--- src/rtl/cdr_pkg.sv ---
`timescale 1ns / 1ps

package cdr_pkg;

  localparam int MAX_WIDTH_DEF = 4096;
  localparam int PIX_W         = 32;
  localparam int IMG_W_W       = 13;
  localparam int CFG_DATA_W    = 32;
  localparam int CFG_IDX_W     = 2;

  localparam logic [PIX_W-1:0]   OPAQUE_BLACK       = 32'hFF00_0000;
  localparam logic [IMG_W_W-1:0] IMAGE_WIDTH_RST    = 13'd4096;
  localparam logic [PIX_W-1:0]   TERRAIN_COLOR_RST  = '0;
  localparam logic [PIX_W-1:0]   FILL_COLOR_RST     = '0;

  typedef enum logic [CFG_IDX_W-1:0] {
    REG_IMAGE_WIDTH,
    REG_TERRAIN_COLOR,
    REG_FILL_COLOR
  } cfg_reg_t;

  typedef struct packed {
    logic [PIX_W-1:0] pixel_value;
    logic             padding;
  } in_item_t;

  typedef struct packed {
    logic [PIX_W-1:0] out_pixel;
    logic             solid;
    logic             frame_last;
  } out_item_t;

  typedef struct packed {
    logic emit;
    logic rs2;
    logic last;
    logic pad;
  } step_t;

endpackage

--- src/rtl/cdr_ctrl.sv ---
`timescale 1ns / 1ps

module cdr_ctrl #(
  parameter int MAX_WIDTH = cdr_pkg::MAX_WIDTH_DEF,
  localparam int CW = $clog2(MAX_WIDTH)
) (
  input  logic                        clk,
  input  logic                        rst_n,
  input  logic                        accept,
  input  logic                        padding,
  input  logic [cdr_pkg::IMG_W_W-1:0] image_width,
  output logic                        load,
  output logic [CW-1:0]               col,
  output logic [CW-1:0]               right_addr,
  output cdr_pkg::step_t              step
);

  localparam int WW   = $clog2(MAX_WIDTH + 1);
  localparam int CMPW = (WW > cdr_pkg::IMG_W_W) ? WW : cdr_pkg::IMG_W_W;

  typedef enum logic [1:0] {
    ROW_NONE,
    ROW_ONE,
    ROW_MANY
  } row_t;

  row_t            row_r, row_nxt;
  logic [CW-1:0]   column_r, column_nxt;
  logic [CMPW-1:0] w_raw;
  logic [WW-1:0]   w_eff;
  logic [CW-1:0]   last_idx;
  logic            last;

  always_comb begin
    w_raw = CMPW'(image_width);
    if (w_raw == '0) begin
      w_eff = WW'(1);
    end else if (w_raw > CMPW'(MAX_WIDTH)) begin
      w_eff = WW'(MAX_WIDTH);
    end else begin
      w_eff = WW'(w_raw);
    end
    last_idx = CW'(w_eff - WW'(1));
    col      = (WW'(column_r) >= w_eff) ? last_idx : column_r;
    last     = (col == last_idx);
    right_addr = last ? '0 : CW'(col + CW'(1));
    load     = accept && !(padding && row_r == ROW_NONE);
    step.emit = (row_r != ROW_NONE);
    step.rs2  = (row_r == ROW_MANY);
    step.last = last;
    step.pad  = padding;
  end

  always_comb begin
    row_nxt    = row_r;
    column_nxt = column_r;
    if (load) begin
      if (last) begin
        column_nxt = '0;
        if (padding) begin
          row_nxt = ROW_NONE;
        end else begin
          case (row_r)
            ROW_NONE: row_nxt = ROW_ONE;
            ROW_ONE:  row_nxt = ROW_MANY;
            default:  row_nxt = ROW_MANY;
          endcase
        end
      end else begin
        column_nxt = CW'(col + CW'(1));
      end
    end
  end

  always_ff @(posedge clk) begin
    if (!rst_n) begin
      row_r    <= ROW_NONE;
      column_r <= '0;
    end else begin
      row_r    <= row_nxt;
      column_r <= column_nxt;
    end
  end

endmodule

--- config.mk ---
export PLATFORM = sky130hd
export DESIGN_NAME = cdr_ctrl
export DESIGN_NICKNAME = d
export VERILOG_FILES = /design/src/rtl/cdr_pkg.sv /design/src/rtl/cdr_ctrl.sv
export SDC_FILE = /design/constraint.sdc
export NUM_CORES = 1
export LEC_CHECK = 0
export ABC_AREA = 0
export BUFFER_PORTS_ARGS = -buffer_cell sky130_fd_sc_hd__buf_2
export CORE_ASPECT_RATIO = 0.7
export CORE_MARGIN = 1.5
export CORE_UTILIZATION = 37
export CTS_BUF_LIST = sky130_fd_sc_hd__clkbuf_8
export DETAILED_ROUTE_END_ITERATION = 10
export PLACE_DENSITY = 0.61
export SLEW_MARGIN = 20
export SYNTH_ARGS = -nofsm -noshare
export SYNTH_HDL_FRONTEND = slang
export SYNTH_SLANG_ARGS = --single-unit
export TNS_END_PERCENT = 100
--- constraint.sdc ---
create_clock -name clk -period 6.4 [get_ports clk]
set_input_delay 1.28 -clock clk [delete_from_list [all_inputs] [get_ports clk]]
set_output_delay 1.28 -clock clk [all_outputs]
set_load 0.02 [all_outputs]
# After elaboration in Yosys (flattened, before gate mapping)
# Index checks and enable logic that the tools add are counted.
[totals]
ff_bits = 14
inputBits = 17
output_inout_bits = 29
[classes]
add_sub_neg = 2
order_cmp = 2
eq_ne = 2
n_mux = 6
reduce_logical = 7
[ops]
columns = ["op", "n"]
rows = [
  ["two-way mux 13 bit", 2],
  ["two-way mux 12 bit", 2],
  [">= comparator 12 x 13 -> 1 bit", 1],
  ["greater-than comparator 13 bit (second input constant)", 1],
  ["zero test 13 bit", 1],
  ["adder 12 x 1 -> 12 bit (second input constant)", 1],
  ["== test 12 bit", 1],
  ["subtractor 12 x 1 -> 12 bit (second input constant)", 1],
  ["two-way mux 2 bit", 2],
  ["== test 2 bit (second input constant)", 1],
  ["logical AND 1 bit", 2],
  ["zero test 2 bit", 1],
  ["AND reduction 2 bit", 1],
  ["nonzero test 2 bit", 1],
  ["zero test 1 bit", 1],
]

# Depth between registers and ports, before layout
[depth]
ltp_word = 7
mapped_depth = 17
mapped_depth_nobuf = 15

# Worst setup path after synthesis
# OpenSTA, ideal clock, no wires.
[synth_path]
path_type = "input to output"
from = "input port image_width[2] in the netlist's numbering"
to = "output port right_addr[10]"
arrival_time_ns = 5.344
t_required_ns = 5.120
setup_slack_ns = -0.224
path_stages = 17
cell_sequence = "clkbuf_1 > or4_4 > nor4_4 > o21ai_0 > inv_1 > ha_1 > nand2b_1 > a31oi_1 > o21ai_0 > a21oi_1 > clkbuf_1 > nor2_1 > a21oi_1 > ha_1 > o211ai_1 > xnor2_1 > nor2b_1"
[synth_via]
elab_chain_cells = 7
word_cells_on_any_way = 10
[synth_rtl]
columns = ["element", "line", "rtl"]
rows = [
  ["from (decl)", "cdr_ctrl.sv:11", "input logic [cdr_pkg::IMG_W_W-1:0] image_width,"],
  ["greater-than comparator 13 bit", "cdr_ctrl.sv:38", "end else if (w_raw > CMPW'(MAX_WIDTH)) begin"],
  ["two-way mux 13 bit", "cdr_ctrl.sv:38", ""],
  ["two-way mux 13 bit (*)", "cdr_ctrl.sv:36", "if (w_raw == '0) begin"],
  ["subtractor 12 x 1 -> 12 bit / >= comparator 12 x 13 -> 1 bit (equally long branches)", "cdr_ctrl.sv:43, cdr_ctrl.sv:44", ""],
  ["two-way mux 12 bit (*)", "cdr_ctrl.sv:44", "col = (WW'(column_r) >= w_eff) ? last_idx : column_r;"],
  ["via col[0]", "cdr_ctrl.sv:13", "output logic [CW-1:0] col,"],
  ["adder 12 x 1 -> 12 bit / == test 12 bit (equally long branches)", "cdr_ctrl.sv:46, cdr_ctrl.sv:45", ""],
  ["two-way mux 12 bit (*)", "cdr_ctrl.sv:46", "right_addr = last ? '0 : CW'(col + CW'(1));"],
  ["to (decl)", "cdr_ctrl.sv:14", "output logic [CW-1:0] right_addr,"],
]
# The timed path passes the listed nets; every way through them passes the cells marked *.

# Final worst setup path
[layout_path]
from = "input port image_width[3] in the netlist's numbering"
to = "output port right_addr[4]"
[layout_via]
elab_chain_cells = 7
word_cells_on_any_way = 10
[layout_rtl]
columns = ["element", "line"]
rows = [
  ["greater-than comparator 13 bit", "cdr_ctrl.sv:38"],
  ["two-way mux 13 bit", "cdr_ctrl.sv:38"],
  ["two-way mux 13 bit (*)", "cdr_ctrl.sv:36"],
  ["subtractor 12 x 1 -> 12 bit / >= comparator 12 x 13 -> 1 bit (equally long branches)", "cdr_ctrl.sv:43, cdr_ctrl.sv:44"],
  ["two-way mux 12 bit", "cdr_ctrl.sv:44"],
  ["adder 12 x 1 -> 12 bit / == test 12 bit (equally long branches)", "cdr_ctrl.sv:46, cdr_ctrl.sv:45"],
  ["two-way mux 12 bit (*)", "cdr_ctrl.sv:46"],
]
# Every way passes the cells marked *; elsewhere a longest branch is shown, timed or not.

==> metrics.csv <==
metric;value;unit
status;completed;
max_slew headroom;47.83;%
syn nets;304;
Root Buffer;clkbuf_8;
number of synthesized register bits;14;
Crit-path slowest cell;or4_4;
postcts setup bufs;0;
# DRC;0;
Worst path top cell family by delay;simple AND/OR/NAND/NOR gates;
synthesized instance count;273;
vias in the first global route;1933;
DP HPWL;4.755;mm
PD cells;116.1;nW/µm²
share of layout cells above drive strength 1;23.00;%
post-route insts no fill;385;
Commonest cells post-synth;nand2_1, inv_1, nor2b_1;
Post-DP Area;2340;µm²
Peak VDD IR;0.07346;mV
DR vias/cell;5.686;
die area;5903;µm²
Synth area leaders;dfxtp_1, ha_1, xnor2_1;
setup_tns;0;ps
CP peak stage delay;550;ps
Worst Hold Class;reg2reg;
GRT Residual Overflow;0;
CP Capture Type;primary output;
CP Cell Sequence;buf_2 -> or4_4 -> nor4_4 -> o21ai_0 -> inv_1 -> ha_1 -> nand2b_1 -> a31oi_1 -> o21ai_0 -> a21oi_2 -> nor2_1 -> a21oi_2 -> ha_1 -> nand3_1 -> xor2_1 -> nor2b_1 -> buf_2;
Layout area overhead;18.88;%
CP bufs+invs;3;
Final setup violation count;0;
initial drt markers;252;
Tcrit/Tclk final;96.12;%
number of unique standard cell types used by synthesis;50;
Worst Path Max Fanout;12;
via count;2189;
Top Layer Used;met4;
cell area after synthesis;2014;µm²
final antenna-violating net count;0;
Overall Power;0.2781;mW
Yosys top cell by area;dfxtp_1;
CP arrival;4870;ps
CTS tree;built;
Main synth FF type;dfxtp_1;
crit path kind;in2out;
All-Layer GR Usage;20.62;%
most common cell in the synthesized netlist;nand2_1;
metal2 WL;2.516;mm
register area share after synthesis;13.91;%
dpl cells;382;
Yosys top cell area share;13.91;%
clock buffer depth;2;
startpoint types;input pin;
antenna cells;0;
Top-Level Pins;46;
average size of a mapped cell;7.379;µm²
post-layout util;45.79;%
Slew Limit Fails;0;
max-cap viol count;0;
wire per inst;15.75;µm
leakage dissipation;1.183;nW
Starting Density;38.52;%
first-pass GRT wire length;9.729;mm
Clock Sink Count;14;
async set-reset flop share out of synthesis;0;%
number of flops mapped to enable cells by yosys;0;
row count;22;
worst-skew pair later-pin latency;240;ps
Routed Wire Length;6.065;mm
Max Fclk;162.6;MHz
Critical Path RT;5120;ps
die height;64.74;µm
Worst Skew;4.672;ps
Finished Cell Area;2395;µm²
Final Hold Fails;0;
Yosys Warn Count;0;
H-Tree Depth;1;
die width;91.19;µm
CTS Buf Count;3;
antenna violations before repair;0;
Reg clk slew, reported paths;60;ps
port bufs;45;
core area;5230;µm²
worst-margin pin slew;775.4;ps
iteration count of the initial detailed-routing pass;4;
met1 wire length;3.029;mm
nets;346;
RSZ-0062 raised after global routing;false;
met3 wire len;497;µm
largest net degree at the start of global routing;24;
minimum clock period;6152;ps
GPL Wtd Cong;0.9487;
## sequential cells by signal, summed over array words and instances, names as in the netlist
register  cells
column_r     12
row_r         2
## report_power, final
group / internal, mW / leakage, nW / switching [mW]
logic: 0.0441 / 1.05 / 0.0721
clock network: 0.0415 / 0.0216 / 0.0286
registers: 0.0889 / 0.113 / 0.00287
## final timing paths
path	from	end	slack [ps]	cells after the start
setup / recovery	image_width[3]	right_addr[4]	250	17
hold / removal	column_r[0]	column_r[0]	520	2
setup reg to reg	column_r[10]	column_r[10]	3350	11
hold reg to reg	column_r[0]	column_r[0]	520	2
## cells in the final DEF (no fill, tap or decap), drive strengths merged, types with 7 or more instances in the layout
cell    Yosys  final
a21oi      16     16
nor2       16     16
inv        21     21
nor2b      17     17
nand4       7      7
buf         4     53
o21ai       7      7
nand3       8      8
mux2i      10     10
o211ai      7      7
nand2      23     23
xnor2      14     14
dfxtp      14     14
a22o        9      9
nor3        7      7
ha         14     14
## through the flow
step                      setup slack (ps)  hold WS [ps]
after floorplan                      52.07         461.2
after global placement               254.3         513.5
after detailed placement             210.8         510.9
after CTS                            197.1         518.4
after global routing                 12.86         560.4
final                                248.3         516.1
## worst min-delay path, stage by stage (launching register included)
cell and delay [ps]:
dfxtp_1 340, nand2_1 70, o31ai_1 60
## cell type report
class | instances | area [µm²]
clock buffer | 3 | 41.29
fill | 560 | 2835
inverter | 21 | 78.83
multi-input combinational | 222 | 1612
sequential | 14 | 280.3
tap | 72 | 90.09
timing repair buffer | 53 | 292.8
## logic make-up after synthesis
group | after synthesis | share of synthesized area [%]
compound gates | 67 | 23.85
xor+xnor | 18 | 8.510
fa+ha+maj | 14 | 8.696
buf+inv | 37 | 7.515
flops | 14 | 13.91
mux | 12 | 6.087
simple gates | 111 | 31.43
## timing repair
| action | 4_1_cts | 5_1_grt |
|---|---|---|
| hold buffers | 0 | 0 |
| setup endpoints to repair | 0 | 8 |
| gates resized for setup | 0 | 3 |
## metal layers
| layer | GRT usage [%] | vias to the layer above |
|---|---|---|
| met1 | 31.36 | 1015 |
| met2 | 30.32 | 87 |
| met3 | 3.991 | 4 |
| met5 | 0 | - |
| met4 | 2.539 | 0 |
| li1 | - | 1083 |
(Power assumes the default switching activity.)
