$ cat config.mk
export PLATFORM = sky130hd
export DESIGN_NAME = cdr_core
export DESIGN_NICKNAME = d
export VERILOG_FILES = /design/src/rtl/cdr_pkg.sv /design/src/rtl/cdr_core.sv
export SDC_FILE = /design/constraint.sdc
export NUM_CORES = 1
export LEC_CHECK = 0
export BUFFER_PORTS_ARGS = -buffer_cell sky130_fd_sc_hd__buf_2
export CAP_MARGIN = 30
export CORE_MARGIN = 2
export CORE_UTILIZATION = 40
export DETAILED_ROUTE_END_ITERATION = 12
export GPL_TIMING_DRIVEN = 1
export PLACE_DENSITY = 0.76
export SYNTH_ARGS = -nofsm -noshare
export SYNTH_HDL_FRONTEND = slang
export SYNTH_SLANG_ARGS = --single-unit
$ cat constraint.sdc
create_clock -name clk -period 2.4 [get_ports clk]
set_clock_uncertainty 0.2 [all_clocks]
set_input_delay 0.48 -clock clk [delete_from_list [all_inputs] [get_ports clk]]
set_output_delay 0.48 -clock clk [all_outputs]
set_load 0.02 [all_outputs]
$ cat src/rtl/cdr_pkg.sv
`timescale 1ns / 1ps

package cdr_pkg;

  localparam int MAX_WIDTH_DEF = 4096;
  localparam int PIX_W         = 32;
  localparam int IMG_W_W       = 13;
  localparam int CFG_DATA_W    = 32;
  localparam int CFG_IDX_W     = 2;

  localparam logic [PIX_W-1:0]   OPAQUE_BLACK       = 32'hFF00_0000;
  localparam logic [IMG_W_W-1:0] IMAGE_WIDTH_RST    = 13'd4096;
  localparam logic [PIX_W-1:0]   TERRAIN_COLOR_RST  = '0;
  localparam logic [PIX_W-1:0]   FILL_COLOR_RST     = '0;

  typedef enum logic [CFG_IDX_W-1:0] {
    REG_IMAGE_WIDTH,
    REG_TERRAIN_COLOR,
    REG_FILL_COLOR
  } cfg_reg_t;

  typedef struct packed {
    logic [PIX_W-1:0] pixel_value;
    logic             padding;
  } in_item_t;

  typedef struct packed {
    logic [PIX_W-1:0] out_pixel;
    logic             solid;
    logic             frame_last;
  } out_item_t;

  typedef struct packed {
    logic emit;
    logic rs2;
    logic last;
    logic pad;
  } step_t;

endpackage

$ cat src/rtl/cdr_core.sv
`timescale 1ns / 1ps

module cdr_core #(
  parameter int MAX_WIDTH = cdr_pkg::MAX_WIDTH_DEF,
  localparam int CW = $clog2(MAX_WIDTH)
) (
  input  logic                      clk,
  input  logic                      rst_n,
  input  logic                      load,
  input  cdr_pkg::step_t            step,
  input  logic [CW-1:0]             col,
  input  logic [cdr_pkg::PIX_W-1:0] pixel,
  input  logic [cdr_pkg::PIX_W-1:0] terrain_color,
  input  logic [cdr_pkg::PIX_W-1:0] fill_color,
  input  logic [cdr_pkg::PIX_W-1:0] center,
  input  logic [cdr_pkg::PIX_W-1:0] right_pix,
  input  logic                      above_flag,
  output logic                      fl_we,
  output logic [CW-1:0]             fl_addr,
  output logic                      fl_wdata,
  output logic                      hold,
  output logic                      out_valid,
  input  logic                      out_stall,
  output cdr_pkg::out_item_t        out_data
);

  logic                      s1_valid_r;
  cdr_pkg::step_t            s1_step_r;
  logic [CW-1:0]             s1_col_r;
  logic [cdr_pkg::PIX_W-1:0] s1_pix_r;
  logic                      left_r;
  logic                      out_valid_r;
  cdr_pkg::out_item_t        out_data_r;
  cdr_pkg::out_item_t        res;
  logic                      adv;
  logic                      center_t;
  logic                      hit;

  always_comb begin
    adv      = !out_valid_r || !out_stall;
    hold     = s1_valid_r && !adv;
    center_t = (center == terrain_color);
    hit      = !center_t &&
               ((s1_step_r.rs2 && above_flag) ||
                (!s1_step_r.pad && s1_pix_r == terrain_color) ||
                left_r ||
                (!s1_step_r.last && right_pix == terrain_color) ||
                center == cdr_pkg::OPAQUE_BLACK);
    res.out_pixel  = hit ? fill_color : center;
    res.solid      = hit;
    res.frame_last = s1_step_r.pad && s1_step_r.last;
    fl_we    = s1_valid_r && adv;
    fl_addr  = s1_col_r;
    fl_wdata = center_t;
  end

  always_ff @(posedge clk) begin
    if (!rst_n) begin
      s1_valid_r  <= 1'b0;
      out_valid_r <= 1'b0;
      left_r      <= 1'b0;
    end else begin
      if (!hold) begin
        s1_valid_r <= load;
      end
      if (adv) begin
        out_valid_r <= s1_valid_r && s1_step_r.emit;
        if (s1_valid_r) begin
          left_r <= s1_step_r.last ? 1'b0 : center_t;
        end
      end
    end
  end

  always_ff @(posedge clk) begin
    if (load) begin
      s1_step_r <= step;
      s1_col_r  <= col;
      s1_pix_r  <= pixel;
    end
    if (adv && s1_valid_r) begin
      out_data_r <= res;
    end
  end

  assign out_valid = out_valid_r;
  assign out_data  = out_data_r;

endmodule

# After elaboration in Yosys (flattened, before gate mapping)
# Index checks and enable logic that the tools add are counted.
[op_classes] n_eq_ne=4 mux=2 reduce_logical=20
[ops] operator="equality test 32 bit" n=3
[ops] operator="equality test 32 bit, second input constant" n=1
[ops] operator="2-to-1 mux 32 bit" n=1
[ops] operator="logical AND 1 bit" n=8
[ops] operator="zero test 1 bit" n=6
[ops] operator="logical OR 1 bit" n=5
[ops] operator="AND reduction 2 bit" n=1
[ops] operator="2-to-1 mux 1 bit" n=1
[totals] ff_bits=85 out_inout_bits=50 word_cells=38

# Depth between registers and ports, before layout
# Gate-level depths: netlist of run 1.
[depth] word_depth=8 depth_mapped=7 ltp_nobuf=6

# Worst setup path before layout of run 1
# No wires, ideal clock.
[synth_path] path_kind="input to register" start="input port center[0] (netlist name)" end="register out_data_r, in the netlist out_data[11] (data pin)" arrival_time_ns=2.027 required_time_ns=1.940 slack_ns=-0.087 cell_stages=6 path_buffers=1 cell_sequence="or4_1 > o31ai_1 > a31oi_1 > a21oi_4 > buf_6 > mux2_2"
[synth_lines] element="from (decl)" line="cdr_core.sv:15" source="input logic [cdr_pkg::PIX_W-1:0] center,"
[synth_lines] element="to (signal assigned)" line="cdr_core.sv:82" source="out_data_r <= res;"
[synth_lines] element="to (decl)" line="cdr_core.sv:33" source="cdr_pkg::out_item_t out_data_r;"

==> impl_metrics.tcl, run 1 <==
set metrics [dict create \
    first_global_vias 3681 \
    placed_cells 713 \
    ys_seq_area_share_pct 61.2 \
    start_util_pct 40.5 \
    fin_crit_ps 2520 \
    dp_hpwl_microns 10700 \
    core-area_sq_um 10200 \
    ff2ff_setup_slack_ps -110 \
    stdcell_count 729 \
    die_h_microns 106 \
    ys_ff_latch 85 \
    die-area_sq_um 11100 \
    power.density_nw_per_um2 550 \
    die_w_microns 106 \
    numCtsBuffers 9 \
    reg2reg_from "s1_pix_r[20]" \
    yosys.area.top_type "edfxtp_1" \
    hold_class "primary input to flop" \
    path_class "primary input to flop" \
    root_buffer "clkbuf_8" \
    clk_path_buf_depth 2 \
    tightestPinTransition_ps 452 \
    nets 768 \
    netlist-cell-type-count 24 \
    clk_pin_slew_ps 90 \
    synthToLayoutAreaGrowth_pct 57.2 \
    wirelength_microns 13300 \
    r2r-end "out_data[26]" \
    globalplace.congestion 0.824 \
    boundaryPins 231 \
    dr.pass1.iters 5 \
    cts_tree "done" \
    viasPerCell 4.78 \
    setup_slack_ps -116 \
    cp.required_ps 2300 \
    clkLatencyLatePin_ps 360 \
    cap_violations 0 \
    arrival_ps 2420 \
    drt_iter0_markers 170 \
    r2r.worst_path.cells 8 \
    max_freq_mhz 397 \
    status "finished, violations left" \
    wl_per_cell_microns 18.3 \
    vias 3487 \
    placed_cell_area_sq_um 6000 \
    postRouteAntennaNets 0 \
    track_usage_pct 24.2 \
    grt_remaining_overflow 0 \
    hold_violations 0 \
    grt_pass1_wl_microns 19800 \
    end_kind "flop" \
    post-route-period-util_pct 105 \
    htree_levels 3 \
    drive_gt1_share_pct 61.7 \
    cp-start-kind "primary input" \
    synthTopCellsByArea "edfxtp_1 (60%), xnor2_1 (13%), mux2_2 (8.2%)" \
    drc_errors 0 \
    total_leakage_power_nw 2.75 \
    setup_viol 33 \
    rows 37 \
    crit_fanout 25 \
    finalMaxSlewViolations 0 \
    fin_setup_tns_ps -2780 \
    avgSynthCellArea_sq_um 15.0 \
    antenna_found_initial 0 \
    synthCells 275 \
    clock-sinks 85 \
    grt_setup_unrepaired "true" \
    min_to "s1_pix_r[13]" \
    yosysTopAreaCellShare_pct 59.7 \
    whs_path_depth 1 \
    port_buffers 230 \
    yosysWarnings 0 \
    grt_start_max_net_pins 50 \
    final_cell_area_sq_um 6480 \
    irDropWorstVdd_v 0.000400 \
    worstHoldStart "pixel[13]" \
    slew_headroom_pct 69.8 \
    syn_nets 456 \
    synth_area_sq_um 4120 \
    violations "negative setup slack" \
]
## registers in the layout, indices dropped and copies added (netlist names)
register	cells
s1_pix_r	32
fl_addr	12
out_data	34
s1_step_r	4
out_valid	1
s1_valid_r	1
left_r	1
## through the flow
step	power, W	hold WS (ps)	setup WS, ps	util (%)
CTS	0.00359	71.1	-134	63.3
detailed placement	0.00252	276	-631	58.9
finish	0.00357	86.2	-116	63.6
global placement	0.00250	257	-556	58.9
global route	0.00371	60.3	-240	63.6
floorplan	0.00211	248	-78.1	-
## cell type report
cell class                 count  area [sq um]
clock inverter                 7          73.8
timing repair buffer         304          1880
antenna                        1          2.50
tap                          136           170
fill                         815          3710
multi-input combinational    187          1710
sequential                    85          2520
clock buffer                   9           124
## power breakdown
group          total [W]  switching [W]  leakage (nW)  internal (W)
Combinational   0.000768       0.000361          1.83      0.000406
Sequential       0.00178      0.0000336         0.813       0.00174
Clock            0.00102       0.000538        0.0996      0.000484
## critical path, stage by stage
cell	delay, ps
buf_2	120
nor4_2	450
nand4_1	180
o31ai_2	350
a31oi_4	60
a21oi_4	210
buf_12	210
mux2_2	350
## synth_stat cells
cell type,instances
a21boi_0,2
a21oi_1,1
a21oi_4,1
a31oi_1,1
and2_1,2
and3_1,1
buf_6,3
dfxtp_1,3
edfxtp_1,82
mux2_1,2
mux2_2,30
nand2_1,3
nand2b_1,1
nand3_1,3
nand3b_1,1
nand4_1,19
nor2_1,2
nor3_1,4
nor4_1,15
o21a_1,1
o31ai_1,1
or4_1,1
xnor2_1,62
xor2_1,34
## placed cells by master, fill, tap and decap left out, types with 2 or more instances in the layout
cell type  Yosys  final
buf_2          0    212
edfxtp_1      82     82
buf_4          0     64
xnor2_1       62     59
xor2_1        34     32
buf_6          3     25
mux2_2        30     21
nand4_1       19     19
nor4_1        15      9
mux2_4         0      9
clkbuf_8       0      9
nor4_2         0      6
nor3_1         4      4
nand2_1        3      3
xnor2_2        0      3
nand3_1        3      3
dfxtp_1        3      3
and2_1         2      2
mux2_1         2      2
a21boi_0       2      2
clkinv_2       0      2
clkinv_4       0      2
buf_12         0      2
## kinds of logic (layout without fill, tap and decap cells)
kind of cell | after synthesis | count (layout) | share of synthesized area (%)
AND/OR/NAND/NOR | 52 | 52 | 7.44
XOR/XNOR | 96 | 96 | 20.4
flip-flops | 85 | 85 | 61.2
other | 0 | 1 | 0
buffers and inverters | 3 | 320 | 0.820
multiplexers | 32 | 32 | 8.74
AO/OA/AOI/OAI | 7 | 7 | 1.40
## per-layer routing
metal  part of all wire [%]  track usage (%)  up-vias
li1                       -                -     1658
met1                     39             28.9     1649
met2                     53             43.8      163
met3                    6.6             4.02       17
met4                    1.8             8.55        0
met5                      0                0        -
## how the worst max path moves through the flow
stage / startpoint / end / slack [ps] / cells after the start
after floorplan: center[0] / out_data[11] / -80 / 6
after global placement: center[2] / out_data[25] / -560 / 8
after detailed placement: center[2] / out_data[24] / -630 / 8
after CTS: s1_pix_r[20] / out_data[24] / -130 / 8
after global routing: terrain_color[29] / fl_wdata / -240 / 8
final: center[2] / out_data[26] / -120 / 8
## repair_timing
item | CTS | global route
setup buffers | 3 | 0
hold buffers | 0 | 0
setup endpoints to repair | 33 | 33
pin swaps | 13 | 2
resized for setup | 62 | 4
Power figures use the tool's default switching activity.
==> run 2: changes to the inputs <==
--- a/config.mk
+++ b/config.mk
@@ -7,6 +7,7 @@
 export LEC_CHECK = 0
 export BUFFER_PORTS_ARGS = -buffer_cell sky130_fd_sc_hd__buf_2
 export CAP_MARGIN = 30
+export CORE_ASPECT_RATIO = 0.8
 export CORE_MARGIN = 2
 export CORE_UTILIZATION = 40
 export DETAILED_ROUTE_END_ITERATION = 12
==> run 2 against run 1 <==
Effect of this change:
- the run still ends with negative setup slack left
- sequential share of layout area decreased by 2.2 points
- critical path depth did not move
- total power up 10%
- core utilization increased by 4.0 points
- largest power group unchanged
==> impl_metrics.tcl, run 2 (synthesis results as in run 1) <==
set metrics [dict create \
    path_common_cell "buf_6" \
    grt_start_max_net_pins 28 \
    wirelength_microns 13800 \
    start_util_pct 40.6 \
    final_cell_area_sq_um 6860 \
    largest_reg_flops 34 \
    end_kind "output port" \
    mostFrequentLayoutCell "buf_2" \
    rows 33 \
    port_buffers 230 \
    whs_path_depth 1 \
    htree_levels 3 \
    grt_remaining_overflow 0 \
    postRouteAntennaNets 0 \
    drc_errors 0 \
    crit_fanout 3 \
    final_cell_mix "buf_2 (209), edfxtp_1 (82), xnor2_1 (62), buf_4 (59), buf_6 (33)" \
    violations "negative setup slack" \
    core-area_sq_um 10200 \
    cp_cell_sequence "buf_8, buf_6, xor2_1, nor4_2, nand4_1, nor2_2, buf_6, buf_6" \
    wl_per_cell_microns 18.6 \
    drt_iter0_markers 163 \
    cts_tree "done" \
    setup_slack_ps -79.4 \
    utilization_pct 67.6 \
    clkLatencyLatePin_ps 340 \
    irDropWorstVdd_v 0.000576 \
    worstHoldStart "pixel[8]" \
    cap_violations 0 \
    r2r-end "out_data[27]" \
    power.density_nw_per_um2 574 \
    nets 775 \
    hold_violations 0 \
    grt_pass1_wl_microns 19600 \
    grt_setup_unrepaired "true" \
    seq_power_share_pct 45.2 \
    arrival_ps 1800 \
    path_class "primary input to output port" \
    placed_cell_area_sq_um 6030 \
    r2r.worst_path.cells 8 \
    numCtsBuffers 9 \
    dp_hpwl_microns 10900 \
    cp-start-kind "primary input" \
    synthToLayoutAreaGrowth_pct 66.5 \
    die_h_microns 94.8 \
    finalMaxSlewViolations 0 \
    ff2ff_setup_slack_ps -80 \
    viasPerCell 4.85 \
    drive_gt1_share_pct 63.3 \
    total_leakage_power_nw 2.94 \
    multi_input_area_sq_um 1820 \
    globalplace.congestion 0.964 \
    dp_slack_ps -606 \
    setup_viol 33 \
    clock-sinks 85 \
    total_power_w 0.00394 \
    post-route-period-util_pct 103 \
    tightestPinTransition_ps 531 \
    dr.pass1.iters 4 \
    clk_path_buf_depth 2 \
    die_w_microns 117 \
    track_usage_pct 23.8 \
    reg2reg_from "s1_pix_r[23]" \
    die-area_sq_um 11100 \
    first_global_vias 3748 \
    cellInternalPower_w 0.00292 \
    status "finished, violations left" \
    clk_pin_slew_ps 70 \
    hold_class "primary input to flop" \
    root_buffer "clkbuf_16" \
    slew_headroom_pct 64.6 \
    antenna_found_initial 0 \
    max_freq_mhz 403 \
    min_to "s1_pix_r[8]" \
    cp.required_ps 1720 \
    p_comb_share_pct 21.5 \
    area.sequential_sq_um 2520 \
    boundaryPins 231 \
    n_antenna_cell 0 \
    fillers 775 \
    p_sw_share_pct 25.8 \
    p_sw_w 0.00101 \
    clockPowerShare_pct 33.4 \
    fin_crit_ps 2480 \
    slowest_stage "nor4_2" \
    postCtsHoldBufs 0 \
    critPathMaxStageDelay_ps 310 \
    vias 3586 \
]
-- run 2: area by class of cell --
| type | count | share of cell area [%] |
|---|---|---|
| clock buffer | 9 | 3.28 |
| clock inverter | 7 | 0.838 |
| multi-input combinational | 187 | 26.5 |
| sequential | 85 | 36.7 |
| tap | 140 | 2.55 |
| timing repair buffer | 311 | 30.1 |
-- run 2: worst max path at each step --
| stage | to | cells after the start | start |
|---|---|---|---|
| after floorplan | out_data[11] | 6 | center[0] |
| after global placement | out_data[18] | 8 | center[3] |
| after detailed placement | out_data[12] | 8 | center[2] |
| after CTS | out_data[3] | 8 | s1_pix_r[4] |
| after global routing | out_data[28] | 8 | s1_pix_r[23] |
| final | fl_wdata | 8 | terrain_color[25] |
-- run 2: stage by stage --
step | cells | setup TNS [ps] | hold slack (ps)
2_1_floorplan | 275 | -2200 | 248
3_5_place_dp | 718 | -19250 | 283
4_1_cts | 737 | -1190 | 102
6_report | 739 | -1720 | 114
3_3_place_gp | 718 | -20460 | 259
5_1_grt | 739 | -4520 | 96.2
-- run 2: worst max-delay path: cells and delay by family --
kind                   cells  cell delay (ps)
AND/OR/NAND/NOR            3              700
buffers and inverters      4              450
XOR/XNOR                   1              160
-- run 2: metal layers --
layer  wire length [microns]  global-route usage (%)  vias up
li1                        -                       -     1675
met1                    5750                    29.6     1699
met2                    6690                    41.3      196
met3                    1130                    6.52       16
met4                     186                    6.83        0
met5                       0                       0        -
-- run 2: repair_timing --
action                     4_1_cts  5_1_grt
resized for setup               67       46
setup buffers                    5        1
cloned                           2        1
pin swaps                       19       14
setup endpoints to repair       33       33
-- run 2: power groups by stage --
stage               Clock [W]  Sequential (W)  Combinational, W
floorplan                   0         0.00187          0.000236
global placement            0         0.00181          0.000704
detailed placement          0         0.00181          0.000719
CTS                   0.00134         0.00178          0.000791
global route          0.00140         0.00179          0.000898
finish                0.00131         0.00178          0.000845
